`src/design/hnbc_pkg.sv`:
```
// hnbc_pkg: shared types and codes for the hamming nibble/byte codec
// used by the channel interfaces, the nibble lanes, the merge stage and the top level
package hnbc_pkg;

   localparam logic OP_ENCODE = 1'b0;
   localparam logic OP_DECODE = 1'b1;

   // syndrome values that name a data bit of the codeword
   localparam logic [2:0] SYN_BIT_A = 3'd3;
   localparam logic [2:0] SYN_BIT_B = 3'd5;
   localparam logic [2:0] SYN_BIT_C = 3'd6;
   localparam logic [2:0] SYN_BIT_D = 3'd7;

   typedef logic [3:0] nibble_type;
   typedef logic [7:0] byte_type;

   // what one lane finds for its nibble, both directions at once
   typedef struct packed {
      byte_type   code;
      nibble_type data;
      logic       fixed;
   } lane_res_type;

endpackage

```
`src/design/hnbc_if.sv`:
```
// request and response channels of the hamming nibble/byte codec
// depends on hnbc_pkg for the payload types
interface hnbc_req_if;
   logic                valid;
   logic                ready;
   logic                operation;
   hnbc_pkg::byte_type  data_in;
   hnbc_pkg::byte_type  code_low_in;
   hnbc_pkg::byte_type  code_high_in;

   modport source (output valid, output operation, output data_in,
                   output code_low_in, output code_high_in, input ready);
   modport sink   (input valid, input operation, input data_in,
                   input code_low_in, input code_high_in, output ready);
endinterface

interface hnbc_rsp_if;
   logic                valid;
   logic                ready;
   hnbc_pkg::byte_type  data_out;
   hnbc_pkg::byte_type  code_low_out;
   hnbc_pkg::byte_type  code_high_out;
   logic                fixed_low;
   logic                fixed_high;

   modport source (output valid, output data_out, output code_low_out,
                   output code_high_out, output fixed_low, output fixed_high,
                   input ready);
   modport sink   (input valid, input data_out, input code_low_out,
                   input code_high_out, input fixed_low, input fixed_high,
                   output ready);
endinterface

```
`src/design/hamming_nibble_byte_codec_core.sv`:
```
// hamming_nibble_byte_codec_core: byte codec, two nibble lanes and a merge register
// depends on hnbc_pkg, hnbc_if, hnbc_lane and hnbc_merge
// response: in the single output register, valid the cycle after acceptance
// throughput: one word per cycle unless stalled; the register frees when taken
// reset: synchronous active high, clears the response valid only; no other state
module hamming_nibble_byte_codec_core (
   input  logic       clock,
   input  logic       reset,
   hnbc_req_if.sink   req_chan,
   hnbc_rsp_if.source rsp_chan
);

   hnbc_pkg::lane_res_type lane_low, lane_high;

   hnbc_lane u_lane_low (
      .nibble (req_chan.data_in[3:0]),
      .code   (req_chan.code_low_in),
      .res    (lane_low)
   );

   hnbc_lane u_lane_high (
      .nibble (req_chan.data_in[7:4]),
      .code   (req_chan.code_high_in),
      .res    (lane_high)
   );

   hnbc_merge u_merge (
      .clock     (clock),
      .reset     (reset),
      .in_valid  (req_chan.valid),
      .in_ready  (req_chan.ready),
      .operation (req_chan.operation),
      .lane_low  (lane_low),
      .lane_high (lane_high),
      .rsp       (rsp_chan)
   );

endmodule

```
`src/design/hnbc_lane.sv`:
```
// hnbc_lane: one nibble lane, hamming(7,4) plus bit 0 parity encode and
// single-error correcting decode; depends on hnbc_pkg
module hnbc_lane (
   input  hnbc_pkg::nibble_type   nibble,
   input  hnbc_pkg::byte_type     code,
   output hnbc_pkg::lane_res_type res
);

   logic       a, b, c, d;
   logic       ra, rb, rc, rd;
   logic [2:0] syndrome;
   logic       fix;

   assign a = nibble[0];
   assign b = nibble[1];
   assign c = nibble[2];
   assign d = nibble[3];

   // received data bits sit at 3, 5, 6, 7; bit 0 is never checked
   assign ra = code[3];
   assign rb = code[5];
   assign rc = code[6];
   assign rd = code[7];

   assign syndrome = {code[4] ^ rb ^ rc ^ rd,
                      code[2] ^ ra ^ rc ^ rd,
                      code[1] ^ ra ^ rb ^ rd};

   always_comb begin
      res.code = {d, c, b, b ^ c ^ d, a, a ^ c ^ d, a ^ b ^ d, a ^ b ^ c};
      res.data = {rd, rc, rb, ra};
      fix      = 1'b1;
      unique case (syndrome)
         hnbc_pkg::SYN_BIT_A: res.data[0] = ~ra;
         hnbc_pkg::SYN_BIT_B: res.data[1] = ~rb;
         hnbc_pkg::SYN_BIT_C: res.data[2] = ~rc;
         hnbc_pkg::SYN_BIT_D: res.data[3] = ~rd;
         default:             fix         = 1'b0;
      endcase
      res.fixed = fix;
   end

endmodule

```
`src/design/hnbc_merge.sv`:
```
// hnbc_merge: combines the two lane results into one response word and
// holds it in the output register; depends on hnbc_pkg and hnbc_rsp_if
module hnbc_merge (
   input  logic                  clock,
   input  logic                  reset,
   input  logic                  in_valid,
   output logic                  in_ready,
   input  logic                  operation,
   input  hnbc_pkg::lane_res_type lane_low,
   input  hnbc_pkg::lane_res_type lane_high,
   hnbc_rsp_if.source            rsp
);

   logic               valid_ff, valid_in;
   logic               load;
   hnbc_pkg::byte_type data_ff, data_in;
   hnbc_pkg::byte_type code_low_ff, code_low_in;
   hnbc_pkg::byte_type code_high_ff, code_high_in;
   logic               fixed_low_ff, fixed_low_in;
   logic               fixed_high_ff, fixed_high_in;

   // output register frees up in the same cycle it is taken
   assign in_ready = ~valid_ff | rsp.ready;
   assign load     = in_valid & in_ready;

   always_comb begin
      valid_in = load | (valid_ff & ~rsp.ready);
      if (operation == hnbc_pkg::OP_DECODE) begin
         data_in       = {lane_high.data, lane_low.data};
         code_low_in   = '0;
         code_high_in  = '0;
         fixed_low_in  = lane_low.fixed;
         fixed_high_in = lane_high.fixed;
      end else begin
         data_in       = '0;
         code_low_in   = lane_low.code;
         code_high_in  = lane_high.code;
         fixed_low_in  = 1'b0;
         fixed_high_in = 1'b0;
      end
   end

   always_ff @(posedge clock) begin
      if (reset) begin
         valid_ff <= 1'b0;
      end else begin
         valid_ff <= valid_in;
      end
   end

   always_ff @(posedge clock) begin
      if (load) begin
         data_ff       <= data_in;
         code_low_ff   <= code_low_in;
         code_high_ff  <= code_high_in;
         fixed_low_ff  <= fixed_low_in;
         fixed_high_ff <= fixed_high_in;
      end
   end

   assign rsp.valid         = valid_ff;
   assign rsp.data_out      = data_ff;
   assign rsp.code_low_out  = code_low_ff;
   assign rsp.code_high_out = code_high_ff;
   assign rsp.fixed_low     = fixed_low_ff;
   assign rsp.fixed_high    = fixed_high_ff;

   a_load_shows: assert property (@(posedge clock) disable iff (reset)
      load |=> valid_ff)
      else $error("accepted word not presented");

   a_encode_clean: assert property (@(posedge clock) disable iff (reset)
      load && operation == hnbc_pkg::OP_ENCODE |=>
         data_ff == '0 && !fixed_low_ff && !fixed_high_ff)
      else $error("encode word carries decode fields");

   a_decode_clean: assert property (@(posedge clock) disable iff (reset)
      valid_ff && (fixed_low_ff || fixed_high_ff) |->
         code_low_ff == '0 && code_high_ff == '0)
      else $error("corrected word carries codewords");

   a_no_overwrite: assert property (@(posedge clock) disable iff (reset)
      valid_ff && !rsp.ready |=> !$past(load) && $stable(data_ff))
      else $error("stalled word overwritten");

endmodule

```
`src/flat_wrapper.sv`:
```
// flat-port wrapper written by rule: the top's interface ports become plain ports
module hamming_nibble_byte_codec_core_flat 
  (clock, reset, req_chan_valid, req_chan_operation, req_chan_data_in, req_chan_code_low_in, req_chan_code_high_in, req_chan_ready, rsp_chan_valid, rsp_chan_data_out, rsp_chan_code_low_out, rsp_chan_code_high_out, rsp_chan_fixed_low, rsp_chan_fixed_high, rsp_chan_ready);
  hnbc_req_if req_chan_i ();
  hnbc_rsp_if rsp_chan_i ();
  input  logic clock;
  input  logic reset;
  input wire logic [$bits(req_chan_i.valid)-1:0] req_chan_valid;
  input wire logic [$bits(req_chan_i.operation)-1:0] req_chan_operation;
  input wire logic [$bits(req_chan_i.data_in)-1:0] req_chan_data_in;
  input wire logic [$bits(req_chan_i.code_low_in)-1:0] req_chan_code_low_in;
  input wire logic [$bits(req_chan_i.code_high_in)-1:0] req_chan_code_high_in;
  output wire logic [$bits(req_chan_i.ready)-1:0] req_chan_ready;
  output wire logic [$bits(rsp_chan_i.valid)-1:0] rsp_chan_valid;
  output wire logic [$bits(rsp_chan_i.data_out)-1:0] rsp_chan_data_out;
  output wire logic [$bits(rsp_chan_i.code_low_out)-1:0] rsp_chan_code_low_out;
  output wire logic [$bits(rsp_chan_i.code_high_out)-1:0] rsp_chan_code_high_out;
  output wire logic [$bits(rsp_chan_i.fixed_low)-1:0] rsp_chan_fixed_low;
  output wire logic [$bits(rsp_chan_i.fixed_high)-1:0] rsp_chan_fixed_high;
  input wire logic [$bits(rsp_chan_i.ready)-1:0] rsp_chan_ready;
  assign req_chan_i.valid = req_chan_valid;
  assign req_chan_i.operation = req_chan_operation;
  assign req_chan_i.data_in = req_chan_data_in;
  assign req_chan_i.code_low_in = req_chan_code_low_in;
  assign req_chan_i.code_high_in = req_chan_code_high_in;
  assign req_chan_ready = req_chan_i.ready;
  assign rsp_chan_valid = rsp_chan_i.valid;
  assign rsp_chan_data_out = rsp_chan_i.data_out;
  assign rsp_chan_code_low_out = rsp_chan_i.code_low_out;
  assign rsp_chan_code_high_out = rsp_chan_i.code_high_out;
  assign rsp_chan_fixed_low = rsp_chan_i.fixed_low;
  assign rsp_chan_fixed_high = rsp_chan_i.fixed_high;
  assign rsp_chan_i.ready = rsp_chan_ready;
  hamming_nibble_byte_codec_core u_core (.clock(clock), .reset(reset), .req_chan(req_chan_i), .rsp_chan(rsp_chan_i));
endmodule
```
`config.mk`:
```
export PLATFORM = sky130hd
export DESIGN_NAME = hamming_nibble_byte_codec_core_flat
export DESIGN_NICKNAME = d
export VERILOG_FILES = /design/src/design/hnbc_pkg.sv /design/src/design/hnbc_if.sv /design/src/design/hamming_nibble_byte_codec_core.sv /design/src/design/hnbc_lane.sv /design/src/design/hnbc_merge.sv /design/src/flat_wrapper.sv
export SDC_FILE = /design/constraint.sdc
export NUM_CORES = 1
export LEC_CHECK = 0
export BUFFER_PORTS_ARGS = -buffer_cell sky130_fd_sc_hd__buf_2
export CAP_MARGIN = 20
export CORE_MARGIN = 10
export CORE_UTILIZATION = 45
export CTS_CLUSTER_DIAMETER = 40
export DETAILED_ROUTE_END_ITERATION = 8
export PLACE_DENSITY = 0.79
export SLEW_MARGIN = 20
export SYNTH_ARGS = -nofsm -noshare
export SYNTH_HDL_FRONTEND = slang
export SYNTH_SLANG_ARGS = --single-unit
export TNS_END_PERCENT = 1
```
`constraint.sdc`:
```
create_clock -name clock -period 1.6 [get_ports clock]
set_clock_uncertainty 0.15 [all_clocks]
set_input_delay 0.08 -clock clock [delete_from_list [all_inputs] [get_ports clock]]
set_output_delay 0.08 -clock clock [all_outputs]
set_load 0.03 [all_outputs]
```
==> flow_summary.yaml <==
routing:
  drc: 0
  wl_per_cell_microns: 13.6
  vias: 1350
  ant_nets: 0
  wl_microns: 3570
  vias_per_cell: 5.15
  drt_iter0_drc: 65
  first_pass_iters: 4
logic_synthesis:
  yosys_warnings: 0
  async_flop_share: 0
  ys_types: 27
  muxShareOfSynthArea: 0
  synthTopCellsByCount: "edfxtp_1 (26), xnor2_1 (17), a21oi_1 (14), xor2_1 (11), nor3_1 (9)"
  yosysMostFrequentCell: "edfxtp_1"
  syn_area_sq_mm: 0.00165
  synthCells: 156
  synth-compound-area-share: 0.179
  synth_ff_type: "edfxtp_1"
  synth_xor_xnor_area_share: 0.178
  synth_fa_ha_area_frac: 0
  synth_top_cell_area_share: 0.472
  synth_seq_area_share: 0.484
  postSynthNetCount: 185
  syn_area_per_cell_sq_um: 10.6
  synth_area_leaders: "edfxtp_1 (47%), xnor2_1 (9.0%), xor2_1 (5.8%)"
  yosys.area.top_type: "edfxtp_1"
  synthSimpleGateAreaFrac: 0.131
  synth_top_family_by_area: "compound AO/OA/AOI/OAI gates"
  synth_edf_count: 26
  ys_ff_latch: 27
timing:
  setup_viol: 0
  hold_violations: 0
  drv_slew: 0
  finalCritPeriodShare: 0.879
  finalSetupTns_ns: 0
  tightest_slew_ns: 0.434
  fmax_mhz: 711
  max-slew-margin-rel: 0.709
  hold_slack_ns: 0.0109
  fin_crit_ns: 1.41
  rsz0062_at_grt: "false"
die:
  core_area_sq_mm: 0.00344
  dieArea_sq_mm: 0.00650
  start_util: 0.480
  die_y_microns: 80.6
  io_pins: 57
  row_count: 21
  die_w_microns: 80.6
critical_path:
  worstPathMaxFanout: 1
  arrival_ns: 1.46
  r2r_slack_ns: 0.22
  startpoint: "reset"
  regToRegEndpoint: "u_core.u_merge.rsp.valid"
  critPathRequiredTime_ns: 1.66
  startpoint_type: "input pin"
  r2r_cells: 3
  cp-end-kind: "register"
  cp-endpoint: "u_core.u_merge.rsp.valid"
  criticalPathCategory: "input pin to register"
  timing.rr.start: "u_core.u_merge.rsp.valid"
placed_design:
  dp_hpwl_microns: 2750
  gp_congestion: 0.824
  portBuffers: 54
pwr:
  p_leak_nw: 0.859
  power.internal_mw: 1.24
  seq_power_share: 0.473
  vdd_drop_max_uv: 389
  p_sw_frac: 0.316
  power.switching_mw: 0.574
  clock_power_share: 0.204
  powerDensity_mw_per_mm2: 874
  share_comb_of_total_power: 0.323
finish:
  insertedDiodeCount: 0
  fin_util: 0.604
  nets: 246
  fillCellCount: 299
  syn_to_final_growth_pct: 25.7
  final_layout_size_suffix_gt1_frac: 0.329
outcome:
  status: "finished, final reports clean"
global_routing:
  antenna_found_initial: 0
  grt_pass1_wl_microns: 5640
  overflow: 0
  grt.total_usage: 0.104
  first_global_vias: 1266
  grt_max_degree: 27
clock_network:
  cts_made_buffers: 3
  cts_tree: "built"
  htree_levels: 1
  root_buffer: "clkbuf_8"
  clockBufferDepth: 2
  cts_sinks: 27
  clk_pin_slew_ns: 0.09
  cts_resized: 0
  clock_latency_ns: 0.26
run:
  drv_cap: 0
min_path:
  hp-class: "input pin to register"
[worst min-delay path by stage]
stage / from / end / slack, ns / cells past startpoint
6_report: req_chan_data_in[6] / u_core.u_merge.rsp.code_high_out[6] / 0.01 / 2
5_1_grt: req_chan_data_in[5] / u_core.u_merge.rsp.code_high_out[4] / 0.03 / 3
4_1_cts: req_chan_data_in[4] / u_core.u_merge.rsp.code_high_out[3] / 0.01 / 2
3_5_place_dp: reset / u_core.u_merge.rsp.valid / 0.1 / 2
3_3_place_gp: reset / u_core.u_merge.rsp.valid / 0.09 / 2
2_1_floorplan: reset / u_core.u_merge.rsp.valid / -0.0009 / 1
[sequential cells by signal, summed over array words and instances (netlist names)]
register	count
u_core.u_merge.rsp.code_high_out	8
u_core.u_merge.rsp.code_low_out	8
u_core.u_merge.rsp.data_out	8
u_core.u_merge.rsp.fixed_high	1
u_core.u_merge.rsp.fixed_low	1
u_core.u_merge.rsp.valid	1
[critical path, cell delays in order]
cell and delay, ns:
dlygate4sd3_1 0.56, buf_2 0.13, a21oi_1 0.12, dlygate4sd3_1 0.57
[placed cells by master (no fill, tap or decap), drive strengths merged]
cell / Yosys / layout
o31a: 5 / 5
nand3: 4 / 4
and2: 1 / 1
nand2: 4 / 4
xnor2: 19 / 19
nor2b: 8 / 8
inv: 2 / 2
buf: 4 / 63
o31ai: 4 / 4
o21ai: 6 / 6
a31o: 1 / 1
edfxtp: 26 / 26
o21a: 3 / 3
nor3: 9 / 9
nor2: 8 / 8
clkbuf: 5 / 3
a21oi: 14 / 14
a21boi: 11 / 11
dfxtp: 1 / 1
dlygate4sd3: 0 / 2
and3: 5 / 5
xor2: 12 / 12
nand2b: 1 / 1
clkinv: 0 / 1
a21o: 1 / 1
or3: 2 / 2
[layer usage]
layer / wire [microns] / vias up / global-route usage
met5: 0 / - / 0
met4: 0 / 0 / 0.0176
met3: 303 / 0 / 0.0223
met2: 1730 / 43 / 0.180
met1: 1530 / 627 / 0.129
li1: - / 680 / -
[power by group through the flow]
stage	clock network [mW]	logic [mW]	registers, mW
after floorplan	0	0.282	0.996
after global placement	0	0.577	0.876
after detailed placement	0	0.584	0.877
after CTS	0.374	0.590	0.861
after global routing	0.406	0.641	0.865
final	0.370	0.587	0.860
[stage by stage]
step	setup slack (ns)	power [mW]	std cells	cell area [sq um]
after floorplan	0.0326	1.28	156	1660
after global placement	0.0347	1.45	256	2010
after detailed placement	0.0319	1.46	256	2010
after CTS	0.269	1.82	262	2080
after global routing	0.195	1.91	262	2080
final	0.193	1.82	262	2080
[cell type report]
| type | count | area [sq um] | area share |
|---|---|---|---|
| clock buffers | 3 | 41.3 | 0.0199 |
| clock inverters | 1 | 5.00 | 0.00241 |
| inverters | 2 | 7.51 | 0.00361 |
| multi-input cells | 118 | 808 | 0.389 |
| flip-flops and latches | 27 | 801 | 0.385 |
| well taps | 46 | 57.6 | 0.0277 |
| repair buffers | 65 | 358 | 0.172 |
[timing repair]
action	in CTS	in global routing
buffers inserted	0	0
hold buffers	2	0
endpoints found under the hold margin	1	0
setup endpoints to repair	0	0
[cells by family (layout without fill, tap and decap cells)]
| kind of cell | count (synthesis) | count (layout) |
|---|---|---|
| buffers and inverters | 11 | 71 |
| AO/OA/AOI/OAI | 45 | 45 |
| XOR/XNOR | 31 | 31 |
| AND/OR/NAND/NOR | 42 | 42 |
| flip-flops | 27 | 27 |
(Power assumes the default switching activity.)
